==> config.mk <==
export PLATFORM = sky130hd
export DESIGN_NAME = decimal_text_to_number_parser_core
export DESIGN_NICKNAME = d
export VERILOG_FILES = /design/src/hdl/dtnp_pkg.sv /design/src/hdl/decimal_text_to_number_parser_core.sv
export SDC_FILE = /design/constraint.sdc
export NUM_CORES = 1
export LEC_CHECK = 0
export ABC_AREA = 0
export BUFFER_PORTS_ARGS = -buffer_cell sky130_fd_sc_hd__buf_4
export CAP_MARGIN = 20
export CORE_MARGIN = 1.5
export CORE_UTILIZATION = 35
export CTS_CLUSTER_DIAMETER = 100
export DETAILED_ROUTE_END_ITERATION = 10
export PLACE_DENSITY_LB_ADDON = 0.15
export SLEW_MARGIN = 15
export SYNTH_ARGS = -nofsm -noshare
export SYNTH_HDL_FRONTEND = slang
export SYNTH_SLANG_ARGS = --single-unit
==> constraint.sdc <==
create_clock -name clk_i -period 8.3 [get_ports clk_i]
set_input_delay 0.415 -clock clk_i [delete_from_list [all_inputs] [get_ports clk_i]]
set_output_delay 0.415 -clock clk_i [all_outputs]
set_load 0.05 [all_outputs]
==> src/hdl/dtnp_pkg.sv <==
`timescale 1ns / 1ps
`default_nettype none
// ----------------------------------------------------------------------------
// Decimal text parser package
// Holds the transaction types and the character and limit constants that the
// parser uses.
// ----------------------------------------------------------------------------
package dtnp_pkg;

  localparam int unsigned MANT_W      = 60;
  localparam int unsigned EXP_OUT_W   = 16;
  localparam int unsigned SCALE_LIMIT = 20000;

  localparam logic [7:0] CH_ZERO  = 8'h30;
  localparam logic [7:0] CH_NINE  = 8'h39;
  localparam logic [7:0] CH_LO_E  = 8'h65;
  localparam logic [7:0] CH_UP_E  = 8'h45;
  localparam logic [7:0] CH_DOT   = 8'h2e;
  localparam logic [7:0] CH_MINUS = 8'h2d;
  localparam logic [7:0] CH_PLUS  = 8'h2b;
  localparam logic [7:0] CH_SPACE = 8'h20;
  localparam logic [7:0] CH_TAB   = 8'h09;
  localparam logic [7:0] CH_CR    = 8'h0d;

  typedef struct packed {
    logic [7:0] ch;
    logic       is_last;
  } in_t;

  typedef struct packed {
    logic                        negative;
    logic [MANT_W-1:0]           mantissa;
    logic signed [EXP_OUT_W-1:0] dec_exponent;
    logic                        inexact;
    logic                        exp_saturated;
  } out_t;

endpackage
`default_nettype wire

==> src/hdl/decimal_text_to_number_parser_core.sv <==
`timescale 1ns / 1ps
`default_nettype none
// ----------------------------------------------------------------------------
// Decimal text to number parser core
// Parses one character per transaction and emits sign, decimal mantissa and
// decimal exponent after the character marked last.
// A result passes the input register, then the result register. Throughput: one
// character per cycle, but a last character waits while a result is unread; the
// state logic is combinational from input register to state and result registers.
// Reset clears the parser state and both valid flags; no clearing pass.
// ----------------------------------------------------------------------------
module decimal_text_to_number_parser_core #(
  parameter int unsigned MANT_DIGITS = 18,
  parameter int unsigned EXP_LIMIT   = 9999
) (
  input  wire               clk_i,
  input  wire               rst_ni,
  input  wire               in_valid_i,
  output logic              in_ready_o,
  input  dtnp_pkg::in_t     in_data_i,
  output logic              out_valid_o,
  input  wire               out_ready_i,
  output dtnp_pkg::out_t    out_data_o
);
  import dtnp_pkg::*;

  localparam int unsigned CNT_W = $clog2(MANT_DIGITS + 1);
  localparam int unsigned EXP_W = $clog2(EXP_LIMIT + 1);
  localparam int unsigned EXT_W = EXP_W + 4;
  localparam int unsigned SUM_W = EXP_OUT_W + 1;

  localparam logic signed [EXP_OUT_W-1:0] SCALE_HI = EXP_OUT_W'(SCALE_LIMIT);
  localparam logic signed [EXP_OUT_W-1:0] SCALE_LO = -EXP_OUT_W'(SCALE_LIMIT);
  localparam logic signed [SUM_W-1:0]     SUM_HI   = SUM_W'(SCALE_LIMIT);
  localparam logic signed [SUM_W-1:0]     SUM_LO   = -SUM_W'(SCALE_LIMIT);

  typedef enum logic [3:0] {
    PH_SPACE, PH_SIGN, PH_INT, PH_DOT, PH_FRAC, PH_E, PH_ESIGN, PH_EXP, PH_DONE
  } phase_e;

  typedef enum logic [2:0] {
    ACT_NONE, ACT_SIGN, ACT_INT, ACT_FRAC, ACT_ESIGN, ACT_EXP
  } act_e;

  in_t                          in_q;
  logic                         in_valid_q;
  logic                         fire;

  phase_e                       phase_q, phase_d;
  logic                         neg_q, neg_d;
  logic [MANT_W-1:0]            mant_q, mant_d;
  logic [CNT_W-1:0]             cnt_q, cnt_d;
  logic signed [EXP_OUT_W-1:0]  scale_q, scale_d;
  logic [EXP_W-1:0]             exp_q, exp_d;
  logic                         exp_neg_q, exp_neg_d;
  logic                         lost_q, lost_d;
  logic                         exp_ovf_q, exp_ovf_d;

  logic                         out_valid_q;
  out_t                         out_q;
  out_t                         result;

  logic                         is_space, is_sign, is_digit, is_e;
  logic                         taken;
  act_e                         act;
  logic [3:0]                   digit;
  logic [EXT_W-1:0]             exp_ext;
  logic signed [SUM_W-1:0]      exp_sum;

  assign fire       = in_valid_q && (!in_q.is_last || !out_valid_q || out_ready_i);
  assign in_ready_o = !in_valid_q || fire;

  assign is_space = (in_q.ch == CH_SPACE) || ((in_q.ch >= CH_TAB) && (in_q.ch <= CH_CR));
  assign is_sign  = (in_q.ch == CH_PLUS) || (in_q.ch == CH_MINUS);
  assign is_digit = (in_q.ch >= CH_ZERO) && (in_q.ch <= CH_NINE);
  assign is_e     = (in_q.ch == CH_LO_E) || (in_q.ch == CH_UP_E);
  assign digit    = 4'(in_q.ch - CH_ZERO);

  always_comb begin
    phase_d = phase_q;
    taken   = 1'b0;
    act     = ACT_NONE;
    if (phase_d == PH_SPACE) begin
      if (is_space) taken = 1'b1;
      else phase_d = PH_SIGN;
    end
    if (!taken && phase_d == PH_SIGN) begin
      phase_d = PH_INT;
      if (is_sign) begin
        taken = 1'b1;
        act   = ACT_SIGN;
      end
    end
    if (!taken && phase_d == PH_INT) begin
      if (is_digit) begin
        taken = 1'b1;
        act   = ACT_INT;
      end else begin
        phase_d = PH_DOT;
      end
    end
    if (!taken && phase_d == PH_DOT) begin
      phase_d = PH_FRAC;
      if (in_q.ch == CH_DOT) taken = 1'b1;
    end
    if (!taken && phase_d == PH_FRAC) begin
      if (is_digit) begin
        taken = 1'b1;
        act   = ACT_FRAC;
      end else begin
        phase_d = PH_E;
      end
    end
    if (!taken && phase_d == PH_E) begin
      phase_d = PH_ESIGN;
      if (is_e) taken = 1'b1;
    end
    if (!taken && phase_d == PH_ESIGN) begin
      phase_d = PH_EXP;
      if (is_sign) begin
        taken = 1'b1;
        act   = ACT_ESIGN;
      end
    end
    if (!taken && phase_d == PH_EXP) begin
      if (is_digit) begin
        taken = 1'b1;
        act   = ACT_EXP;
      end else begin
        phase_d = PH_DONE;
      end
    end
  end

  always_comb begin
    neg_d     = neg_q;
    mant_d    = mant_q;
    cnt_d     = cnt_q;
    scale_d   = scale_q;
    exp_d     = exp_q;
    exp_neg_d = exp_neg_q;
    lost_d    = lost_q;
    exp_ovf_d = exp_ovf_q;
    exp_ext   = (EXT_W'(exp_q) << 3) + (EXT_W'(exp_q) << 1) + EXT_W'(digit);
    case (act)
      ACT_SIGN: neg_d = (in_q.ch == CH_MINUS);
      ACT_ESIGN: exp_neg_d = (in_q.ch == CH_MINUS);
      ACT_INT, ACT_FRAC: begin
        if (cnt_q == '0 && digit == 4'd0) begin
          if (act == ACT_FRAC && scale_q != SCALE_LO) scale_d = scale_q - EXP_OUT_W'(1);
        end else if (cnt_q < CNT_W'(MANT_DIGITS)) begin
          mant_d = (mant_q << 3) + (mant_q << 1) + MANT_W'(digit);
          cnt_d  = cnt_q + 1'b1;
          if (act == ACT_FRAC && scale_q != SCALE_LO) scale_d = scale_q - EXP_OUT_W'(1);
        end else begin
          lost_d = 1'b1;
          if (act == ACT_INT && scale_q != SCALE_HI) scale_d = scale_q + EXP_OUT_W'(1);
        end
      end
      ACT_EXP: begin
        if (exp_ext > EXT_W'(EXP_LIMIT)) begin
          exp_d     = EXP_W'(EXP_LIMIT);
          exp_ovf_d = 1'b1;
        end else begin
          exp_d = exp_ext[EXP_W-1:0];
        end
      end
      default: ;
    endcase
  end

  always_comb begin
    if (exp_neg_d) exp_sum = SUM_W'(scale_d) - $signed(SUM_W'(exp_d));
    else exp_sum = SUM_W'(scale_d) + $signed(SUM_W'(exp_d));
    result.negative      = neg_d;
    result.mantissa      = mant_d;
    result.inexact       = lost_d;
    result.exp_saturated = exp_ovf_d;
    if (exp_sum > SUM_HI) result.dec_exponent = SCALE_HI;
    else if (exp_sum < SUM_LO) result.dec_exponent = SCALE_LO;
    else result.dec_exponent = exp_sum[EXP_OUT_W-1:0];
  end

  always_ff @(posedge clk_i or negedge rst_ni) begin
    if (!rst_ni) begin
      in_valid_q  <= 1'b0;
      out_valid_q <= 1'b0;
      phase_q     <= PH_SPACE;
      neg_q       <= 1'b0;
      mant_q      <= '0;
      cnt_q       <= '0;
      scale_q     <= '0;
      exp_q       <= '0;
      exp_neg_q   <= 1'b0;
      lost_q      <= 1'b0;
      exp_ovf_q   <= 1'b0;
    end else begin
      if (in_valid_i && in_ready_o) begin
        in_valid_q <= 1'b1;
      end else if (fire) begin
        in_valid_q <= 1'b0;
      end
      if (fire && in_q.is_last) begin
        out_valid_q <= 1'b1;
      end else if (out_ready_i) begin
        out_valid_q <= 1'b0;
      end
      if (fire) begin
        if (in_q.is_last) begin
          phase_q   <= PH_SPACE;
          neg_q     <= 1'b0;
          mant_q    <= '0;
          cnt_q     <= '0;
          scale_q   <= '0;
          exp_q     <= '0;
          exp_neg_q <= 1'b0;
          lost_q    <= 1'b0;
          exp_ovf_q <= 1'b0;
        end else begin
          phase_q   <= phase_d;
          neg_q     <= neg_d;
          mant_q    <= mant_d;
          cnt_q     <= cnt_d;
          scale_q   <= scale_d;
          exp_q     <= exp_d;
          exp_neg_q <= exp_neg_d;
          lost_q    <= lost_d;
          exp_ovf_q <= exp_ovf_d;
        end
      end
    end
  end

  always_ff @(posedge clk_i) begin
    if (in_valid_i && in_ready_o) in_q <= in_data_i;
    if (fire && in_q.is_last) out_q <= result;
  end

  assign out_valid_o = out_valid_q;
  assign out_data_o  = out_q;

endmodule
`default_nettype wire

Word level (Yosys, flattened, before mapping)
Cells that the tools add are included.

Reductions and logical operators: 41. Add/subtract/negate cells: 10. Multipliers: 0. Order comparisons: 8. Equal/unequal tests: 21. Divide/modulo/power cells: 0. Bitwise gates (word level): 0. Shifts and indexed selects: 0. Muxes and demuxes: 71.

Operator list (number): $mux W60 (4); $mux W16 (7); $add A60 B4 Y60 (1); $add A60 B60 Y60 (1); $mux W4 (13); $mux W14 (3); $eq A8 B6 Y1 const B (4); $ne A16 B16 Y1 const B (2); $mux W1 (31); $mux W3 (8); $mux W5 (4); $add A17 B15 Y18 (1); $add A18 B4 Y18 (1); $gt A18 B14 Y1 const B (1); $add A16 B15 Y17 (1); $gt A17 B16 Y1 const B (1); $lt A17 B16 Y1 const B (1); $mux W17 (1); $sub A16 B15 Y17 (1); $add A16 B2 Y16 const B (1); $eq A4 B3 Y1 const B (4); $eq A8 B7 Y1 const B (2); $sub A16 B2 Y16 const B (1); $logic_and A1 B1 Y1 (15); other kinds (20) (42).

Memories: 0. ROM bits: 0. Register bits: 193. Word-level logic and storage cells: 170. Latch bits: 0. Memory bits (writable): 0.

Logic depth before layout (Yosys ltp)
Depth in word-level cells: 36. Depth in mapped cells: 34. Gate-level depth less buffers: 32.

Least setup slack after synthesis
Ideal clock, no wire load.

Kind: register -> register. Start: register in_q[4] in the netlist's numbering. End: register out_q, in the netlist out_data_o[7], data pin. Data required time: 8046 ps. Path buffers: 3. Clock period less this slack: 7245 ps. Setup slack: 1055 ps. Arrival time: 6990 ps. Cell stages (with the launch flop): 32. Cell sequence: edfxtp_1 > fa_1 > inv_1 > fa_1 > and2b_1 > o31a_2 > o22ai_1 > or4b_1 > a2111oi_2 > o31ai_1 > nand2_1 > buf_2 > buf_1 > a21oi_1 > inv_1 > ha_1 > nand2_1 > a21o_1 > a211oi_2 > or2_2 > a31oi_1 > xor2_1 > ha_1 > a211oi_1 > nor2_1 > a211oi_1 > o21ai_0 > xor2_1 > o21ai_1 > or3_1 > buf_2 > a21bo_1.

Longest elaborated chain between the ends: 36.

RTL lines: from (decl) (line decimal_text_to_number_parser_core.sv:45) `in_t in_q;`; from (signal assigned) (line decimal_text_to_number_parser_core.sv:235) `if (in_valid_i && in_ready_o) in_q <= in_data_i;`; $ge A8 B4 Y1 or $le A8 B4 Y1 (tied branches) (line decimal_text_to_number_parser_core.sv:73) `assign is_space = (in_q.ch == CH_SPACE) || ((in_q.ch >= CH_TAB) && (in_q.ch <= CH_CR));`; $logic_and A1 B1 Y1 (line decimal_text_to_number_parser_core.sv:73); $logic_or A1 B1 Y1 (line decimal_text_to_number_parser_core.sv:73); $mux W4 or $mux W1 (tied branches) (line decimal_text_to_number_parser_core.sv:84) `if (is_space) taken = 1'b1;`; $mux W4 or $mux W1 (tied branches) (line decimal_text_to_number_parser_core.sv:83) `if (phase_d == PH_SPACE) begin`; $eq A4 B1 Y1 or $logic_not A1 Y1 (tied branches) (line decimal_text_to_number_parser_core.sv:87) `if (!taken && phase_d == PH_SIGN) begin`; $logic_and A1 B1 Y1 (line decimal_text_to_number_parser_core.sv:87); $mux W4 or $mux W1 (tied branches) (line decimal_text_to_number_parser_core.sv:87); [... 20 more ...]; $mux W16, on equally long branches (line decimal_text_to_number_parser_core.sv:157, decimal_text_to_number_parser_core.sv:150, decimal_text_to_number_parser_core.sv:154); $mux W16 (line decimal_text_to_number_parser_core.sv:151) `end else if (cnt_q < CNT_W'(MANT_DIGITS)) begin`; $mux W16 (line decimal_text_to_number_parser_core.sv:149) `if (cnt_q == '0 && digit == 4'd0) begin`; $mux W16 (line decimal_text_to_number_parser_core.sv:145) `case (act)`; $add A16 B15 Y17 or $sub A16 B15 Y17 (tied branches) (line decimal_text_to_number_parser_core.sv:174, decimal_text_to_number_parser_core.sv:173); $mux W17 (*) (line decimal_text_to_number_parser_core.sv:173) `if (exp_neg_d) exp_sum = SUM_W'(scale_d) - $signed(SUM_W'(exp_d));`; $gt A17 B16 Y1 or $lt A17 B16 Y1 (tied branches) (line decimal_text_to_number_parser_core.sv:179, decimal_text_to_number_parser_core.sv:180); $reduce_or A2 Y1 (no source line); to (signal assigned) (line decimal_text_to_number_parser_core.sv:236) `if (fire && in_q.is_last) out_q <= result;`; to (decl) (line decimal_text_to_number_parser_core.sv:60) `out_t out_q;`.

Mark *: on every way between the ends. The rest lies on a longest branch, timed or not. A chain may end at the register's enable or synchronous reset.

Worst setup path in the final report
Ends and elaborated chain as after synthesis.

==> results.md <==
- Die X: 208 um
- Share of layout cells above drive strength 1: 0.121
- Hold crit path type: in2reg
- GRT Overall Usage: 0.185
- Post-synth EDFFs: 88
- Number of distinct library cells after synthesis: 89
- Total die area: 43,200 um^2
- WHS: 0.128 ns
- Fraction of registers with async set/reset: 0.544
- Pre-antenna DRT Iters: 6
- Post-Syn Area: 14,700 um^2
- Initial antenna violation count: 0
- Synthesis-to-finish area growth: 12.5%
- Placed instance count: 2,130
- Commonest non-fill, non-tap cell in the layout: ha_1
- Leak: 7.66 nW
- I/O pin cnt: 94
- Clock Latency Late Sink: 0.46 ns
- Drc violations: 0
- Sequential share of the synthesized area: 0.359
- NumNets Final: 1,804
- Least-Margin Pin Slew: 0.994 ns
- Yosys Warn Count: 0
- Largest net degree at the start of global routing: 70
- Int Pwr: 1.87 mW
- 1st-iter DRT viols: 671
- VDD IR max: 0.140 mV
- First-pass GRT wire length: 64,400 um
- Starting density of the core: 0.357
- Final antenna-violating net count: 0
- Drt wl/cell: 18.2 um
- F_max: 0.131 GHz
- # setup viols final: 0
- Rows: 74
- WS Path Type: reg2reg
- Clock power share: 0.276
- Avg Cell Area, Syn: 9.42 um^2
- Result of the run: finished, final reports clean
- Tcrit/Tclk final: 0.920
- Synth Register Bits: 193
- Die Ht: 208 um
- Fin. max-slew vios: 0
- CTS buffer count: 17
- Crit path max fanout: 19
- Main synth FF type: dfrtp_1
- Port Buf Inserts: 93
- Number of diodes: 0
- Clock-pin transition on the worst setup and hold timing paths: 0.08 ns
- Fin cells: 2,168
- Comb power frac: 0.343
- Post-DR vias/cell: 5.55
- DP HPWL: 28,700 um
- Gate Count Post-Synth: 1,560
- Worst Skew: 0.0110 ns
- Vias in the first global route: 11,900
- CTS tree: done
- Final WL: 39,400 um
- Hold Fails Final Rpt: 0
- Period minus WS final: 7.63 ns
- Required @ worst endpoint: 8.52 ns
- Routability cong.: 0.873
- Max H-tree Level: 4
- Most frequent cells in the layout: ha_1 (163), nand2_1 (154), o21ai_0 (121)
- Clock Tree Buf Depth: 2
- Reg power frac: 0.381
- Via count: 12,000
- Worst Setup End Kind: flip-flop
- Power density cells: 182 nW/um^2
- GR Overflow Total: 0
- CP Data Arrival Time: 7.85 ns
- CTS Sinks: 193
- Sw Ratio: 0.378
- Max-cap violations: 0
- Sw Pwr: 1.14 mW
- Core area: 41,100 um^2
- Clk root buf: clkbuf_16
- CP startpoint kind: flip-flop
- Slew margin rel.: 0.332
- Syn Nets: 1,741
## final timing paths
path | slack [ns] | start | cells after the start | to
max | 0.67 | in_q[4] | 26 | out_data_o[7]
min | 0.13 | in_data_i[8] | 1 | in_q[8]
max reg2reg | 0.67 | in_q[4] | 26 | out_data_o[7]
min reg2reg | 0.50 | mant_q[59] | 2 | mant_q[59]
max in group asynchronous | 6.43 | rst_ni | 3 | exp_q[8]
min in group asynchronous | 0.49 | rst_ni | 2 | mant_q[6]
## metal layers
layer	up-vias	track usage	share of wire
li1	5991	-	-
met5	-	0	0
met3	38	0.0242	0.032
met1	5763	0.261	0.50
met2	233	0.292	0.45
met4	0	0.0602	0.019
## sequential cells by signal, indices dropped and copies added, names as in the netlist
name         flops
phase_q          4
exp_ovf_q        1
lost_q           1
mant_q          60
in_valid_q       1
out_valid_o      1
scale_q         16
neg_q            1
out_data_o      79
exp_neg_q        1
cnt_q            5
exp_q           14
in_q             9
## logic make-up (layout without fill, tap and decap cells)
kind of cell	Yosys count	in the layout	share of synthesized area
buffers and inverters	113	189	0.0299
multiplexers	27	27	0.0206
AND/OR/NAND/NOR	461	461	0.155
AO/OA/AOI/OAI	495	495	0.229
flip-flops	193	193	0.359
adder cells (fa/ha/maj)	169	169	0.146
XOR/XNOR	102	102	0.0613
## power by group through the flow
stage,combinational [mW],clock (mW),sequential (mW)
floorplan,0.625,0,1.30
global placement,0.998,0,1.17
detailed placement,1.00,0,1.17
CTS,1.01,0.855,1.15
global route,1.15,0.885,1.15
finish,1.03,0.829,1.14
## repair_timing
| action | CTS | global route |
|---|---|---|
| hold buffers | 1 | 0 |
| resized for setup | 0 | 2 |
| hold endpoints to repair | 40 | 0 |
| setup buffers | 0 | 4 |
| setup endpoints to repair | 0 | 6 |
## metrics by stage
step	utilization	instance area [um^2]	worst slack, ns	setup TNS (ns)	power (mW)
global route	0.402	16500	-0.00220	-0.00220	3.19
floorplan	-	14700	1.06	0	1.93
finish	0.402	16500	0.667	0	3.00
detailed placement	0.387	15900	0.640	0	2.17
global placement	0.387	15900	0.793	0	2.16
CTS	0.401	16500	0.590	0	3.01
## cells in the mapped netlist, types with 18 or more instances
cell type    n  area share
xnor2_1     62       0.037
nor3_1      35       0.012
nand2_1    155       0.040
clkbuf_1    52       0.013
ha_1       163        0.14
inv_1       47       0.012
nor2_1      90       0.023
a211oi_1    18      0.0092
o31ai_1     19      0.0097
and3_1      18      0.0077
a22o_1      67       0.040
dfrtp_1    105        0.18
a21oi_1     87       0.030
edfxtp_1    88        0.18
xor2_1      39       0.023
nand3_1     27      0.0092
mux2_2      26       0.020
o21ai_0    122       0.042
a21o_1      35       0.018
## layout make-up
cell class	count	area (um^2)
inverter	48	180
fill	4136	24600
clock buffer	18	429
timing repair buffer	109	825
clock inverter	14	140
multi-input combinational	1254	9030
sequential	193	5270
tap	532	666
## critical path, cell delays in order (launching register included)
cell       delay, ns
edfxtp_1        0.55
fa_1            0.57
inv_1           0.06
fa_1            0.48
and2b_1         0.24
o31a_2          0.20
o22ai_1         0.11
or4b_1          0.54
a2111oi_2       0.38
o31ai_1         0.21
nand2_1         0.16
buf_4           0.25
o2bb2ai_1       0.23
o21ai_0         0.19
o21ai_0         0.23
xor2_1          0.18
ha_1            0.31
a21oi_1         0.19
nand2_1         0.09
a211oi_1        0.29
o21bai_1        0.16
a211oi_1        0.39
o21ai_0         0.17
xor2_1          0.29
o21ai_1         0.24
or3_1           0.46
a21bo_1         0.22
Power figures use the tool's default switching activity.
